===== config.mk =====
export PLATFORM = sky130hd
export DESIGN_NAME = terminal_escape_utf8_parser_flat
export DESIGN_NICKNAME = d
export VERILOG_FILES = /design/src/hdl/teup_pkg.sv /design/src/hdl/teup_if.sv /design/src/hdl/terminal_escape_utf8_parser.sv /design/src/flat_wrapper.sv
export SDC_FILE = /design/constraint.sdc
export NUM_CORES = 1
export LEC_CHECK = 0
export BUFFER_PORTS_ARGS = -buffer_cell sky130_fd_sc_hd__buf_2
export CORE_ASPECT_RATIO = 1.5
export CORE_MARGIN = 5
export CORE_UTILIZATION = 56
export DETAILED_ROUTE_END_ITERATION = 16
export HOLD_SLACK_MARGIN = 0.05
export PLACE_DENSITY = 0.82
export SYNTH_ARGS = -nofsm -noshare
export SYNTH_HDL_FRONTEND = slang
export SYNTH_SLANG_ARGS = --single-unit
export TNS_END_PERCENT = 10

===== constraint.sdc =====
create_clock -name clk -period 3.6 [get_ports clk]
set_clock_uncertainty 0.2 [all_clocks]
set_input_delay 0.72 -clock clk [delete_from_list [all_inputs] [get_ports clk]]
set_output_delay 0.72 -clock clk [all_outputs]
set_load 0.03 [all_outputs]

===== src/hdl/teup_pkg.sv =====
// teup_pkg: shared types and constants for the terminal escape / utf-8 parser
// no dependencies
`timescale 1ns / 1ps
`default_nettype none
package teup_pkg;

    typedef enum logic [3:0] {
        M_NORMAL, M_ESC, M_TITLE, M_G0, M_G1, M_CSI, M_CSI_PREFIX, M_CSI_NUM, M_CSI_SUFFIX
    } mode_t;

    typedef enum logic [2:0] {
        EV_ASCII   = 3'd0,
        EV_UNICODE = 3'd1,
        EV_ESC     = 3'd2,
        EV_CHARSET = 3'd3,
        EV_PARAM   = 3'd4,
        EV_DONE    = 3'd5
    } event_t;

    typedef enum logic [1:0] {
        S_RUN, S_DUMP_RD, S_DUMP
    } seq_t;

    localparam logic [7:0] CH_ESC = 8'h1b;
    localparam logic [7:0] CH_BEL = 8'h07;
    localparam logic [15:0] PARAM_SAT = 16'hffff;

    typedef struct packed {
        logic [7:0] data_byte;
    } in_beat_t;

    typedef struct packed {
        logic [2:0]  event_kind;
        logic [20:0] char_code;
        logic [6:0]  csi_prefix;
        logic [6:0]  csi_second_suffix;
        logic [15:0] param_value;
        logic [3:0]  param_index;
        logic [4:0]  param_total;
        logic        last_of_run;
    } out_beat_t;

endpackage
`default_nettype wire


===== src/hdl/teup_if.sv =====
// teup_if: valid/ready channel carrying one beat of a given payload type
// no dependencies; the payload type comes from parameter T
`timescale 1ns / 1ps
`default_nettype none
interface teup_if #(parameter type T = logic) (input wire logic clk);
    logic valid;
    logic ready;
    T     payload;
    modport source (output valid, output payload, input ready);
    modport sink (input valid, input payload, output ready);
endinterface
`default_nettype wire


===== src/hdl/terminal_escape_utf8_parser.sv =====
// terminal_escape_utf8_parser: one byte a cycle while output is free and no dump runs;
// csi parameters in a registered-read memory; a result appears the cycle after its byte.
// a csi final holds off input while its parameters dump: a read then send per beat,
// done included, the send waiting while the output stalls.
// digits update the open parameter from a register copy of its last written value.
// reset: asynchronous, active low; control returns to normal mode, memory is not cleared.
// depends on teup_pkg and teup_if
`timescale 1ns / 1ps
`default_nettype none
module terminal_escape_utf8_parser #(
    parameter int MAX_PARAMS = 16
) (
    input wire logic clk,
    input wire logic rst_n,
    teup_if.sink     in_ch,
    teup_if.source   out_ch
);
    import teup_pkg::*;

    localparam int AW = (MAX_PARAMS > 1) ? $clog2(MAX_PARAMS) : 1;
    localparam int CW = $clog2(MAX_PARAMS + 1);

    // parameter memory
    logic [15:0] mem [MAX_PARAMS];
    logic [15:0] rd_data_reg;
    logic        we;
    logic [AW-1:0] waddr, raddr;
    logic [15:0] wdata;

    mode_t mode_reg, mode_next;
    seq_t  seq_reg, seq_next;
    logic [6:0] prefix_reg, prefix_next, suf_reg, suf_next, suf2_reg, suf2_next;
    logic first_reg, first_next, ovf_reg, ovf_next;
    logic [CW-1:0] cnt_reg, cnt_next, idx_reg, idx_next;
    logic [1:0] need_reg, need_next, pos_reg, pos_next;
    logic [20:0] acc_reg, acc_next;
    logic bad_reg, bad_next;
    // last written value, forwarded for back-to-back digits
    logic [15:0] last_reg, last_next;
    logic        ov_reg, ov_next;
    out_beat_t   ob_reg, ob_next;

    always_ff @(posedge clk)
    begin
        if (we)
        begin
            mem[waddr] <= wdata;
        end
        rd_data_reg <= mem[raddr];
    end

    logic accept, out_free;
    assign out_free = !ov_reg || out_ch.ready;
    assign in_ch.ready = (seq_reg == S_RUN) && out_free;
    assign accept = in_ch.valid && in_ch.ready;
    assign out_ch.valid = ov_reg;
    assign out_ch.payload = ob_reg;

    logic [7:0] b;
    logic cont, dig;
    logic [20:0] cp;
    logic [19:0] mul;
    logic cpbad;
    logic [3:0] dval;

    always_comb
    begin
        b = in_ch.payload.data_byte;
        mode_next = mode_reg; seq_next = seq_reg;
        prefix_next = prefix_reg; suf_next = suf_reg; suf2_next = suf2_reg;
        first_next = first_reg; ovf_next = ovf_reg; cnt_next = cnt_reg;
        idx_next = idx_reg; need_next = need_reg; pos_next = pos_reg;
        acc_next = acc_reg; bad_next = bad_reg; last_next = last_reg;
        ov_next = ov_reg && !out_ch.ready; ob_next = ob_reg;
        we = 1'b0; waddr = '0; wdata = last_reg; raddr = idx_reg[AW-1:0];
        cont = (b[7:6] == 2'b10);
        dig = (b >= 8'h30) && (b <= 8'h39);
        dval = b[3:0];
        mul = {1'b0, last_reg, 3'b0} + {3'b0, last_reg, 1'b0} + {16'b0, dval};
        cp = '0; cpbad = 1'b0;
        unique case (seq_reg)
            S_RUN:
            begin
                if (accept)
                begin
                    logic fresh;
                    fresh = 1'b0;
                    ob_next = '0;
                    ob_next.last_of_run = 1'b1;
                    if (need_reg != 2'd0)
                    begin
                        if ({1'b0, pos_reg} + 3'd1 < {1'b0, need_reg})
                        begin
                            pos_next = pos_reg + 2'd1;
                            if (!cont) bad_next = 1'b1;
                            acc_next = {acc_reg[14:0], b[5:0]};
                        end
                        else if (bad_reg || !cont)
                        begin
                            fresh = 1'b1;
                            acc_next = '0;
                        end
                        else
                        begin
                            cp = {acc_reg[14:0], b[5:0]};
                            if (need_reg == 2'd1) cpbad = cp < 21'h80;
                            else if (need_reg == 2'd2)
                                cpbad = cp < 21'h800 || cp[20:11] == 10'h1b;
                            else cpbad = cp < 21'h10000 || cp > 21'h10ffff;
                            need_next = '0; pos_next = '0; bad_next = 1'b0; acc_next = '0;
                            if (mode_reg == M_NORMAL)
                            begin
                                ov_next = 1'b1;
                                ob_next.event_kind = EV_UNICODE;
                                ob_next.char_code = cpbad ? 21'h3f : cp;
                            end
                        end
                    end
                    else
                    begin
                        fresh = 1'b1;
                    end
                    if (fresh)
                    begin
                        pos_next = '0; bad_next = 1'b0; need_next = '0;
                        if (!b[7])
                        begin
                            // escape state machine
                            unique case (mode_reg)
                                M_CSI_SUFFIX:
                                begin
                                    suf2_next = b[6:0];
                                    mode_next = M_NORMAL;
                                    idx_next = '0; seq_next = S_DUMP_RD;
                                end
                                M_CSI, M_CSI_NUM, M_CSI_PREFIX:
                                begin
                                    if (mode_reg == M_CSI &&
                                        (b == 8'h21 || b == 8'h3f || b == 8'h3e))
                                    begin
                                        mode_next = M_CSI_PREFIX;
                                        prefix_next = b[6:0];
                                    end
                                    else if (dig)
                                    begin
                                        if (mode_reg == M_CSI) mode_next = M_CSI_NUM;
                                        if (first_reg)
                                        begin
                                            first_next = 1'b0; ovf_next = 1'b0;
                                            if (cnt_reg < CW'(MAX_PARAMS))
                                            begin
                                                we = 1'b1; waddr = cnt_reg[AW-1:0];
                                                wdata = {12'b0, dval};
                                                last_next = wdata;
                                                cnt_next = cnt_reg + 1'b1;
                                            end
                                            else ovf_next = 1'b1;
                                        end
                                        else if (!ovf_reg && cnt_reg != '0)
                                        begin
                                            we = 1'b1;
                                            waddr = AW'(cnt_reg - 1'b1);
                                            wdata = (mul > 20'hffff) ? PARAM_SAT : mul[15:0];
                                            last_next = wdata;
                                        end
                                    end
                                    else if (b == 8'h3b)
                                    begin
                                        if (mode_reg == M_CSI) mode_next = M_CSI_NUM;
                                        if (first_reg)
                                        begin
                                            if (cnt_reg < CW'(MAX_PARAMS))
                                            begin
                                                we = 1'b1; waddr = cnt_reg[AW-1:0];
                                                wdata = '0; last_next = '0;
                                                cnt_next = cnt_reg + 1'b1;
                                            end
                                            else ovf_next = 1'b1;
                                        end
                                        else first_next = 1'b1;
                                    end
                                    else
                                    begin
                                        suf_next = b[6:0];
                                        if (b == 8'h22 || b == 8'h27) mode_next = M_CSI_SUFFIX;
                                        else
                                        begin
                                            mode_next = M_NORMAL;
                                            idx_next = '0; seq_next = S_DUMP_RD;
                                        end
                                    end
                                end
                                M_G0, M_G1:
                                begin
                                    mode_next = M_NORMAL; ov_next = 1'b1;
                                    ob_next.event_kind = EV_CHARSET;
                                    ob_next.char_code = {13'b0, b};
                                end
                                M_TITLE:
                                begin
                                    if (b == CH_BEL) mode_next = M_NORMAL;
                                end
                                M_ESC:
                                begin
                                    if (b > 8'd15)
                                    begin
                                        mode_next = M_NORMAL;
                                        if (b == 8'h5d) mode_next = M_TITLE;
                                        else if (b == 8'h5b)
                                        begin
                                            mode_next = M_CSI;
                                            prefix_next = '0; suf_next = '0; suf2_next = '0;
                                            first_next = 1'b1; cnt_next = '0; ovf_next = 1'b0;
                                        end
                                        else if (b == 8'h28) mode_next = M_G0;
                                        else if (b == 8'h29) mode_next = M_G1;
                                        else if (b == 8'h44 || b == 8'h4d || b == 8'h45 ||
                                                 b == 8'h37 || b == 8'h38 || b == 8'h3d ||
                                                 b == 8'h3e || b == 8'h4e || b == 8'h4f ||
                                                 b == 8'h63 || b == 8'h48)
                                        begin
                                            ov_next = 1'b1;
                                            ob_next.event_kind = EV_ESC;
                                            ob_next.char_code = {13'b0, b};
                                        end
                                    end
                                end
                                default:
                                begin
                                    if (b == CH_ESC) mode_next = M_ESC;
                                    else
                                    begin
                                        ov_next = 1'b1;
                                        ob_next.event_kind = EV_ASCII;
                                        ob_next.char_code = {13'b0, b};
                                    end
                                end
                            endcase
                        end
                        else if (b[7:5] == 3'b110)
                        begin
                            need_next = 2'd1; acc_next = {16'b0, b[4:0]};
                        end
                        else if (b[7:4] == 4'b1110)
                        begin
                            need_next = 2'd2; acc_next = {17'b0, b[3:0]};
                        end
                        else if (b[7:3] == 5'b11110)
                        begin
                            need_next = 2'd3; acc_next = {18'b0, b[2:0]};
                        end
                    end
                end
            end
            S_DUMP_RD:
            begin
                // read of entry idx issued this cycle
                raddr = idx_reg[AW-1:0];
                seq_next = S_DUMP;
            end
            S_DUMP:
            begin
                // keep the read address so the data stays put while the output stalls
                raddr = idx_reg[AW-1:0];
                if (out_free)
                begin
                    ov_next = 1'b1;
                    ob_next = '0;
                    ob_next.char_code = {14'b0, suf_reg};
                    ob_next.csi_prefix = prefix_reg;
                    ob_next.csi_second_suffix = suf2_reg;
                    ob_next.param_total = 5'(cnt_reg);
                    if (idx_reg < cnt_reg)
                    begin
                        ob_next.event_kind = EV_PARAM;
                        ob_next.param_value = rd_data_reg;
                        ob_next.param_index = 4'(idx_reg);
                        idx_next = idx_reg + 1'b1;
                        seq_next = S_DUMP_RD;
                    end
                    else
                    begin
                        ob_next.event_kind = EV_DONE;
                        ob_next.last_of_run = 1'b1;
                        seq_next = S_RUN;
                        prefix_next = '0; suf_next = '0; suf2_next = '0;
                        first_next = 1'b1; cnt_next = '0; ovf_next = 1'b0;
                    end
                end
            end
            default: seq_next = S_RUN;
        endcase
    end

    always_ff @(posedge clk or negedge rst_n)
    begin
        if (!rst_n)
        begin
            mode_reg <= M_NORMAL; seq_reg <= S_RUN;
            prefix_reg <= '0; suf_reg <= '0; suf2_reg <= '0;
            first_reg <= 1'b1; ovf_reg <= 1'b0; cnt_reg <= '0; idx_reg <= '0;
            need_reg <= '0; pos_reg <= '0; acc_reg <= '0; bad_reg <= 1'b0;
            ov_reg <= 1'b0;
        end
        else
        begin
            mode_reg <= mode_next; seq_reg <= seq_next;
            prefix_reg <= prefix_next; suf_reg <= suf_next; suf2_reg <= suf2_next;
            first_reg <= first_next; ovf_reg <= ovf_next; cnt_reg <= cnt_next;
            idx_reg <= idx_next; need_reg <= need_next; pos_reg <= pos_next;
            acc_reg <= acc_next; bad_reg <= bad_next; ov_reg <= ov_next;
        end
    end

    // payload registers
    always_ff @(posedge clk)
    begin
        last_reg <= last_next;
        ob_reg <= ob_next;
    end

`ifndef ASSERT_OFF
    a_cnt_range: assert property (@(posedge clk) disable iff (!rst_n)
        cnt_reg <= CW'(MAX_PARAMS)) else $error("param count overflow");
    a_no_in_dump: assert property (@(posedge clk) disable iff (!rst_n)
        seq_reg != S_RUN |-> !in_ch.ready) else $error("input taken during dump");
    a_hold: assert property (@(posedge clk) disable iff (!rst_n)
        ov_reg && !out_ch.ready |=> ov_reg && $stable(ob_reg)) else $error("result lost");
`endif

endmodule
`default_nettype wire


===== src/flat_wrapper.sv =====
// flat-port wrapper written by rule: the top's interface ports become plain ports
module terminal_escape_utf8_parser_flat import teup_pkg::*;
#(
    parameter int MAX_PARAMS = 16
)
  (clk, rst_n, in_ch_valid, in_ch_payload, in_ch_ready, out_ch_valid, out_ch_payload, out_ch_ready);
  teup_if #(.T(in_beat_t)) in_ch_i (.clk(clk));
  teup_if #(.T(out_beat_t)) out_ch_i (.clk(clk));
  input wire logic clk;
  input wire logic rst_n;
  input wire logic [$bits(in_ch_i.valid)-1:0] in_ch_valid;
  input wire logic [$bits(in_ch_i.payload)-1:0] in_ch_payload;
  output wire logic [$bits(in_ch_i.ready)-1:0] in_ch_ready;
  output wire logic [$bits(out_ch_i.valid)-1:0] out_ch_valid;
  output wire logic [$bits(out_ch_i.payload)-1:0] out_ch_payload;
  input wire logic [$bits(out_ch_i.ready)-1:0] out_ch_ready;
  assign in_ch_i.valid = in_ch_valid;
  assign in_ch_i.payload = in_ch_payload;
  assign in_ch_ready = in_ch_i.ready;
  assign out_ch_valid = out_ch_i.valid;
  assign out_ch_payload = out_ch_i.payload;
  assign out_ch_i.ready = out_ch_ready;
  terminal_escape_utf8_parser #(.MAX_PARAMS(MAX_PARAMS)) u_core (.clk(clk), .rst_n(rst_n), .in_ch(in_ch_i), .out_ch(out_ch_i));
endmodule

Word level (Yosys, flattened, before mapping)
Memory sizes are Yosys's and may differ from the RTL's. A register that Yosys moved wholly into a read port is not among the register bits.
Cells that the tools add are included.
{ "word_totals": {"ff_bits": 146, "mem_bits_rw": 256, "inputBits": 12, "out_inout_bits": 66, "mem_count": 1} }
{ "memory_table": {"columns": ["name", "depth", "width", "read_ports", "rd_clocked_by_memory_dff", "write_ports", "line_no", "text"], "rows": [
  ["u_core.mem", 16, 16, 1, 1, 1, "terminal_escape_utf8_parser.sv:24", "logic [15:0] mem [MAX_PARAMS];"]
]} }
{ "classes": {"addsub": 7, "order_cmp": 11, "eq_ne": 65, "n_mux": 217, "bitwise": 1, "reduce_logical": 51} }
{ "ops": {"columns": ["cell", "n"], "rows": [
  ["2-to-1 mux 24 bit", 12],
  ["2-to-1 mux 16 bit", 14],
  ["2-to-1 mux 21 bit", 8],
  ["2-to-1 mux 64 bit", 2],
  ["case mux 64 bit (2 select lines)", 1],
  ["2-to-1 mux 7 bit", 18],
  ["2-to-1 mux 5 bit", 22],
  ["2-to-1 mux 4 bit", 23],
  ["== test 8 x 6 -> 1 bit, second input constant", 11],
  ["case mux 7 bit (2 select lines)", 6],
  ["2-to-1 mux 1 bit", 75],
  ["== test 8 x 7 -> 1 bit, second input constant", 9],
  ["case mux 24 bit (3 select lines)", 1],
  ["case mux 5 bit (2 select lines)", 4],
  ["2-to-1 mux 2 bit", 19],
  ["inequality test 3 bit, second input constant", 12],
  ["2-to-1 mux 22 bit", 1],
  ["AND reduction 11 bit", 2],
  ["> comparator 21 bit, second input constant", 1],
  ["< comparator 21 x 12 -> 1 bit, second input constant", 1],
  ["< comparator 21 x 17 -> 1 bit, second input constant", 1],
  ["< comparator 21 x 8 -> 1 bit, second input constant", 1],
  ["adder 19 x 17 -> 20 bit", 1],
  ["adder 20 x 4 -> 20 bit", 1],
  ["other kinds (54)", 106]
]} }

Logic depth before layout (Yosys ltp)
Gate-level depths: netlist (run 1).
{ "logic_depth": {"ltp_word": 25, "depth_mapped": 11, "ltp_nobuf": 10} }

Least setup slack after synthesis (run 1)
No wires, ideal clock.
{ "synth_path": {"path_kind": "input -> register", "from": "input in_ch_payload[3]", "to": "memory u_core.mem[0][14] (data pin)", "arrival_ns": 3.714, "required_ns": 3.045, "path_slack_ns": -0.669, "stages": 10, "path_cell_list": "fa_1 fa_1 a211oi_1 o211ai_1 a41o_1 a211oi_1 mux2_2 nor3_2 buf_2 a31oi_1"} }
{ "synth_between": {"elab_chain_cells": 12, "elab_cells_between_ends": 23, "classes_between": "add/sub (1); order compare (3); eq/ne (4); mux (11); reduce/logical (4)"} }
{ "synth_rtl": {"columns": ["element", "line_no", "text"], "rows": [
  ["start: declaration", "flat_wrapper.sv:12", "input wire logic [$bits(in_ch_i.payload)-1:0] in_ch_payload;"],
  ["adder 20 x 4 -> 20 bit", "terminal_escape_utf8_parser.sv:79", "mul = {1'b0, last_reg, 3'b0} + {3'b0, last_reg, 1'b0} + {16'b0, dval};"],
  ["> comparator 20 x 16 -> 1 bit", "terminal_escape_utf8_parser.sv:163", "wdata = (mul > 20'hffff) ? PARAM_SAT : mul[15:0];"],
  ["2-to-1 mux 16 bit", "terminal_escape_utf8_parser.sv:163", null],
  ["2-to-1 mux 16 bit (2 in a row)", null, null],
  ["2-to-1 mux 16 bit", "terminal_escape_utf8_parser.sv:144", "else if (dig)"],
  ["2-to-1 mux 16 bit (*) (2 in a row)", null, null],
  ["2-to-1 mux 16 bit (*)", "terminal_escape_utf8_parser.sv:126", "if (!b[7])"],
  ["2-to-1 mux 16 bit (*) (3 in a row)", null, null],
  ["end: declaration", "terminal_escape_utf8_parser.sv:24", null]
]} }
Mark *: on every way between the ends. The rest lies on a longest branch, timed or not.

Final worst setup path (run 1)
{ "layout_path": {"from": "register u_core.cnt_reg[1]", "to": "memory u_core.mem[12][12] (enable)"} }
{ "layout_between": {"elab_chain_cells": 13, "elab_cells_between_ends": 30, "classes_between": "add/sub (1); order compare (1); mux (26); reduce/logical (2)"} }
{ "layout_rtl": {"columns": ["element", "line_no", "text"], "rows": [
  ["start: declaration", "terminal_escape_utf8_parser.sv:34", "logic [CW-1:0] cnt_reg, cnt_next, idx_reg, idx_next;"],
  ["start signal: assignment", "terminal_escape_utf8_parser.sv:309", "first_reg <= first_next; ovf_reg <= ovf_next; cnt_reg <= cnt_next;"],
  ["< comparator 5 bit or nonzero test 5 bit (tied branches)", "terminal_escape_utf8_parser.sv:150, terminal_escape_utf8_parser.sv:172, terminal_escape_utf8_parser.sv:159", null],
  ["2-to-1 mux 1 bit or logical AND 1 bit (tied branches)", "terminal_escape_utf8_parser.sv:150, terminal_escape_utf8_parser.sv:172, terminal_escape_utf8_parser.sv:159", null],
  ["2-to-1 mux 1 bit (on tied branches)", "terminal_escape_utf8_parser.sv:170, terminal_escape_utf8_parser.sv:159", null],
  ["2-to-1 mux 1 bit (on tied branches)", "terminal_escape_utf8_parser.sv:167, terminal_escape_utf8_parser.sv:147", null],
  ["2-to-1 mux 1 bit", "terminal_escape_utf8_parser.sv:144", null],
  ["2-to-1 mux 1 bit", "terminal_escape_utf8_parser.sv:138", "if (mode_reg == M_CSI &&"],
  ["2-to-1 mux 1 bit", "terminal_escape_utf8_parser.sv:129", "unique case (mode_reg)"],
  ["2-to-1 mux 1 bit", "terminal_escape_utf8_parser.sv:126", null],
  ["2-to-1 mux 1 bit", "terminal_escape_utf8_parser.sv:123", "if (fresh)"],
  ["2-to-1 mux 1 bit", "terminal_escape_utf8_parser.sv:84", "if (accept)"],
  ["2-to-1 mux 1 bit", "terminal_escape_utf8_parser.sv:81", "unique case (seq_reg)"],
  ["2-to-1 mux 1 bit", "terminal_escape_utf8_parser.sv:45", "if (we)"],
  ["2-to-1 mux 1 bit (implied by the code)", "terminal_escape_utf8_parser.sv:47", "mem[waddr] <= wdata;"]
]} }
Several ways; a longest one is shown, not always the timed one.

==> results of run 1 <==
[critical path, stage by stage (launching register included)]
cell      delay, ps
dfrtp_1         440
inv_1           290
ha_1            210
nor4b_1         540
or3_1           350
nor3_1          100
a21oi_1         300
nand3b_1        320
nor2_2          230
buf_4           290
[final cells by class]
class / instances / area (um2) / share of cell area
timing repair buffer: 189 / 1370 / 0.0642
multi-input combinational: 715 / 6360 / 0.298
clock inverter: 22 / 210 / 0.00986
sequential: 412 / 11800 / 0.551
tap: 410 / 513 / 0.0241
inverter: 21 / 78.8 / 0.00370
clock buffer: 48 / 1040 / 0.0488
[layout by cell type (no fill, tap or decap), types with 7 or more instances in the layout]
| master | Yosys | layout |
|---|---|---|
| a21o_1 | 11 | 11 |
| a21oi_1 | 57 | 51 |
| a22o_1 | 7 | 7 |
| a31oi_1 | 9 | 7 |
| and2_1 | 52 | 52 |
| and3_1 | 7 | 7 |
| buf_12 | 0 | 9 |
| buf_2 | 10 | 77 |
| buf_4 | 1 | 95 |
| buf_6 | 1 | 8 |
| clkbuf_16 | 0 | 39 |
| clkinv_2 | 0 | 9 |
| dfrtp_1 | 59 | 57 |
| dfxtp_1 | 32 | 30 |
| edfxtp_1 | 320 | 320 |
| ha_1 | 40 | 38 |
| inv_1 | 21 | 21 |
| mux2_2 | 19 | 18 |
| mux2i_1 | 12 | 12 |
| mux4_2 | 80 | 80 |
| nand2_1 | 58 | 58 |
| nand2b_1 | 14 | 14 |
| nand3_1 | 21 | 21 |
| nand4_1 | 7 | 7 |
| nor2_1 | 99 | 85 |
| nor2_2 | 1 | 12 |
| nor2b_1 | 11 | 9 |
| nor3_1 | 20 | 20 |
| o21a_1 | 8 | 7 |
| o21ai_0 | 35 | 30 |
| o22ai_1 | 10 | 10 |
| xnor2_1 | 7 | 7 |
| xor2_1 | 9 | 9 |
[worst paths after layout]
path	end	cells after the start	slack, ps
max	u_core.mem[12][12]	9	-20
min in group clk	u_core.prefix_reg[4]	1	280
min reg2reg	u_core.prefix_reg[4]	1	280
max reg2reg	u_core.mem[12][12]	9	-20
min	u_core.acc_reg[9]	1	60
max in group asynchronous	u_core.first_reg	2	2360
[cell families after synthesis]
group / Yosys count / synth area share
compound gates: 205 / 0.0762
xor+xnor: 16 / 0.00772
fa+ha+maj: 43 / 0.0309
buf+inv: 82 / 0.0183
flops: 412 / 0.647
mux: 114 / 0.120
simple gates: 337 / 0.0997
[routing by layer]
layer  part of all wire  vias to the layer above  global-route usage
met4              0.059                        0               0.131
met2               0.52                      667               0.453
met5                  0                        -                   0
met3              0.077                      177              0.0392
met1               0.34                     5810               0.312
li1                   -                     5020                   -
[repair_timing]
| action | in CTS | in global routing |
|---|---|---|
| hold buffers | 0 | 0 |
| buffers inserted | 0 | 1 |
| setup endpoints to repair | 156 | 487 |
| resized for setup | 14 | 24 |
| pin swaps | 1 | 3 |
[power by group through the flow]
stage	Sequential [uW]	Clock (uW)	Combinational, uW
2_1_floorplan	5790	0	1410
3_3_place_gp	5750	0	2070
3_5_place_dp	5770	0	2130
4_1_cts	5670	4080	2170
5_1_grt	5710	4260	2390
6_report	5680	4020	2230
[through the flow]
step | TNS [ps] | area (um2)
floorplan | -41090 | 18300
global placement | -95380 | 19900
detailed placement | -121100 | 19900
CTS | -120 | 21200
global route | -9460 | 21300
finish | -92.2 | 21300
==> flow_summary.toml, run 1 <==
[final_layout]
fin_cells = 1817
largest_register = "u_core.mem"
final_nets = 1432
n_fill_cell = 2050
synthToLayoutAreaGrowth_pct = 17.5
drive_above_1_share = 0.295
diodes = 0
utilization = 0.668
largest_register_ffs = 256

[place]
gp_congestion = 0.971
io_buffers = 77
dp_cells = 1746
dp_hpwl_um = 29800
dpl_worst_slack_ps = -562

[power_and_ir_drop]
pwr-share-comb = 0.187
leakage_uw = 0.00800
clockPowerShare = 0.337
switching_share = 0.282
internal_power_uw = 8560
ir_drop_mv = 0.407
switchingPower_uw = 3370
p_total_uw = 11900
p_per_area_nw_per_um2 = 559
seq_power_share = 0.476

[die]
die_h_um = 231
coreArea_um2 = 31900
num_io_pins = 78
chipWidth_um = 157
dieArea_um2 = 36200
rows = 80
start_util = 0.568

[drt]
vias = 11674
drc_errors = 0
via_per_inst = 6.42
avgRoutedWirePerCell_um = 25.8
routed_wirelength_um = 46900
drt_iter0_drc = 1147
ant_nets = 0
first_pass_iters = 5

[setup_path]
startpoint = "u_core.cnt_reg[1]"
cp-end-kind = "flip-flop"
worst-path-max-fanout = 10
worstSetupPathType = "reg -> reg"
crit_arrival_ps = 3640
reg2reg_from = "u_core.cnt_reg[1]"
startpoint_type = "flip-flop"
required_ps = 3620

[synth]
synthTopCellsByCount = "edfxtp_1, nor2_1, mux4_2"
netlist.area_leader.share = 0.529
syn_inst = 1209
synth_flop_cell = "edfxtp_1"
yosys.area.top_type = "edfxtp_1"
synth.area.top_cells = "edfxtp_1, mux4_2, dfrtp_1"
synth_seq_area_share = 0.647
synth_edf_count = 320
async_flop_share = 0.146
netlist_area_um2 = 18200
ys_types = 89
avgSynthCellArea_um2 = 15.0
ys_ff_latch = 412
yosysWarnings = 0
syn-num-nets = 1264
yosysMostFrequentCell = "edfxtp_1"

[global_routing]
track_usage = 0.260
grt_pass1_wl_um = 70800
grt_pass1_vias = 11926
grt_antenna_before_repair = 0
grt_start_max_net_pins = 68
gr-total-overflow = 0

[cts]
cts_tree = "built"
cts_buffer_depth = 3
cts.sinks = 412
cts_buffers = 38
clk_pin_slew_ps = 60
cts-root-buf = "clkbuf_16"
clk-insertion-delay-late_ps = 550
htreeDepth = 2

[sta]
setup_slack_ps = -16.7
period_minus_slack_ps = 3620
relSlewSlack = 0.312
whs_ps = 64.4
final_max_slew_viol_count = 0
post-route-period-util = 1.00
setup_violations = 10
worst_slew_pin_slew_ps = 1030
hold_violations = 0
timing.fmax_mhz = 276
rsz0062_at_grt = "true"

[run_status]
violations = "negative setup slack"
outcome = "finished, violations left"

[flow_run]
maxCapViolCount = 0

[hold_path]
worst_hold_path_type = "in -> async"
No activity file was read; power rests on OpenSTA's default activity.
==> run 2, diff against run 1 <==
Settings changed: ABC_AREA from default to 1.
==> flow_summary.toml, run 2 <==
[run_status]
outcome = "complete, no violations"

[die]
num_io_pins = 78
coreArea_um2 = 33200
start_util = 0.563
rows = 82
die_h_um = 234
chipWidth_um = 159
dieArea_um2 = 37300

[final_layout]
n_fill_cell = 2452
layout_common_cells = "nand2_1, edfxtp_1, nor2_1"
final_nets = 2085
largest_register = "u_core.mem"
largest_register_ffs = 256
layout_commonest_cell = "nand2_1"
diodes = 0
drive_above_1_share = 0.138
synthToLayoutAreaGrowth_pct = 16.5
utilization = 0.656

[synth]
yosysMostFrequentCell = "nand2_1"
yosys.area.top_type = "edfxtp_1"
synth_seq_area_share = 0.628
syn_inst = 1897
avgSynthCellArea_um2 = 9.87
ys_ff_latch = 412
netlist.area_leader.share = 0.513
syn-num-nets = 1952
synth.area.top_cells = "edfxtp_1, dfrtp_1, nand2_1"
synth_flop_cell = "edfxtp_1"
ys_types = 45
synth_edf_count = 320
netlist_area_um2 = 18700
synthTopCellsByCount = "nand2_1, edfxtp_1, nor2_1"
async_flop_share = 0.146
yosysWarnings = 0

[power_and_ir_drop]
seq_power_share = 0.439
clockPowerShare = 0.318
switching_share = 0.321
switchingPower_uw = 4250
pwr-share-comb = 0.242
p_per_area_nw_per_um2 = 607
leakage_uw = 0.00975
ir_drop_mv = 0.326
internal_power_uw = 8990

[setup_path]
reg2reg_to = "u_core.mem[14][14]"
startpoint_type = "flip-flop"
required_ps = 3630
endpoint = "u_core.mem[14][14]"
worst-path-max-fanout = 12
regToRegSetupSlack_ps = 130
cp-end-kind = "flip-flop"
r2r_cells = 13
startpoint = "u_core.need_reg[1]"
crit_arrival_ps = 3510
reg2reg_from = "u_core.need_reg[1]"
worstSetupPathType = "reg -> reg"

[cts]
clk-insertion-delay-late_ps = 540
cts_buffers = 37
cts_buffer_depth = 3
cts_tree = "built"
clk_pin_slew_ps = 60
cts.sinks = 412
cts-root-buf = "clkbuf_16"
htreeDepth = 2

[sta]
rsz0062_at_grt = "true"
final_max_slew_viol_count = 0
period_minus_slack_ps = 3470
worst_slew_pin_slew_ps = 760
relSlewSlack = 0.493
hold_violations = 0
setup_violations = 0
post-route-period-util = 0.965
tns_ps = 0
timing.fmax_mhz = 288

[hold_path]
min_from = "u_core.suf_reg[3]"
worst_hold_path_type = "reg -> reg"

[global_routing]
gr-total-overflow = 0
grt_antenna_before_repair = 0
grt_pass1_wl_um = 81600
grt_start_max_net_pins = 68
track_usage = 0.280
grt_pass1_vias = 14968

[drt]
routed_wirelength_um = 53400
ant_nets = 0
avgRoutedWirePerCell_um = 21.5
drc_errors = 0
vias = 15036
via_per_inst = 6.07
drt_iter0_drc = 1698
first_pass_iters = 6

[place]
gp_congestion = 0.974
io_buffers = 77
dp_hpwl_um = 34600

[flow_run]
maxCapViolCount = 0
==> run 2: changes by cell type in the layout (fill, tap and decap cells not counted), moves of 27 or more <==
cell,previous run,this run
mux4_2,80,0
o21ai_0,30,149
o22ai_1,10,46
nor2_1,85,314
buf_12,9,36
inv_1,21,138
buf_4,95,50
nand2_1,58,390
nand3_1,21,104
and2_1,52,0
==> run 2: metal layers <==
metal | vias to the layer above | wire length (um) | track usage
met5 | - | 0 | 0
met4 | 0 | 3930 | 0.178
met3 | 278 | 4720 | 0.0438
met2 | 939 | 27400 | 0.510
met1 | 7077 | 17300 | 0.304
li1 | 6742 | - | -
==> run 2: worst max-delay path: stages, from the launching register on <==
cell and delay (ps):
dfrtp_1 400, inv_1 110, fa_1 570, a31oi_2 180, nand2_2 160, nand2_1 90, nor2_1 130, nand2_1 170
nor2_2 240, inv_2 80, nor2_2 130, nand3_1 170, nor2_1 310, buf_12 220
==> run 2: repair_timing <==
item	in CTS	in global routing
gates resized for setup	0	8
buffers inserted	0	0
endpoints found under the hold margin	25	0
hold buffers	1	0
endpoints found under the setup margin	0	282
==> run 2: how the worst min path moves through the flow <==
stage | end | slack, ps | cells after the start
global route | u_core.first_reg | 320 | 2
floorplan | u_core.acc_reg[0] | 220 | 0
finish | u_core.suf_reg[3] | 270 | 2
CTS | u_core.suf_reg[3] | 270 | 2
detailed placement | u_core.suf_reg[3] | 260 | 2
global placement | u_core.suf_reg[2] | 260 | 2
==> run 2: final cells by class <==
type / instances / area (um2) / share of cell area
Sequential cell: 412 / 11800 / 0.539
Multi-Input combinational cell: 1244 / 6090 / 0.279
Timing Repair Buffer: 165 / 1500 / 0.0689
Clock buffer: 46 / 1030 / 0.0474
Inverter: 170 / 639 / 0.0293
Tap cell: 420 / 526 / 0.0241
Clock inverter: 21 / 267 / 0.0122
==> run 2: cells by family after synthesis <==
family,share of synthesized area
AO/OA/AOI/OAI,0.0983
XOR/XNOR,0.00468
adder cells (fa/ha/maj),0.0299
buffers and inverters,0.0489
flip-flops,0.628
AND/OR/NAND/NOR,0.190
==> run 2: metrics by stage <==
step | instance area, um2 | power [uW] | instances | worst slack (ps) | hold slack [ps]
after floorplan | 18700 | 8010 | 1897 | 67.4 | 224
after global placement | 20500 | 8880 | 2410 | -126 | 259
after detailed placement | 20500 | 9010 | 2410 | -268 | 259
after CTS | 21800 | 13200 | 2478 | 101 | 274
after global routing | 21800 | 13800 | 2478 | -60.7 | 323
final | 21800 | 13200 | 2478 | 126 | 273
==> run 2: power groups by stage <==
stage | combinational [uW] | sequential, uW | clock (uW)
floorplan | 1990 | 6010 | 0
global placement | 3000 | 5880 | 0
detailed placement | 3110 | 5900 | 0
CTS | 3160 | 5800 | 4240
global route | 3500 | 5850 | 4430
finish | 3210 | 5810 | 4210
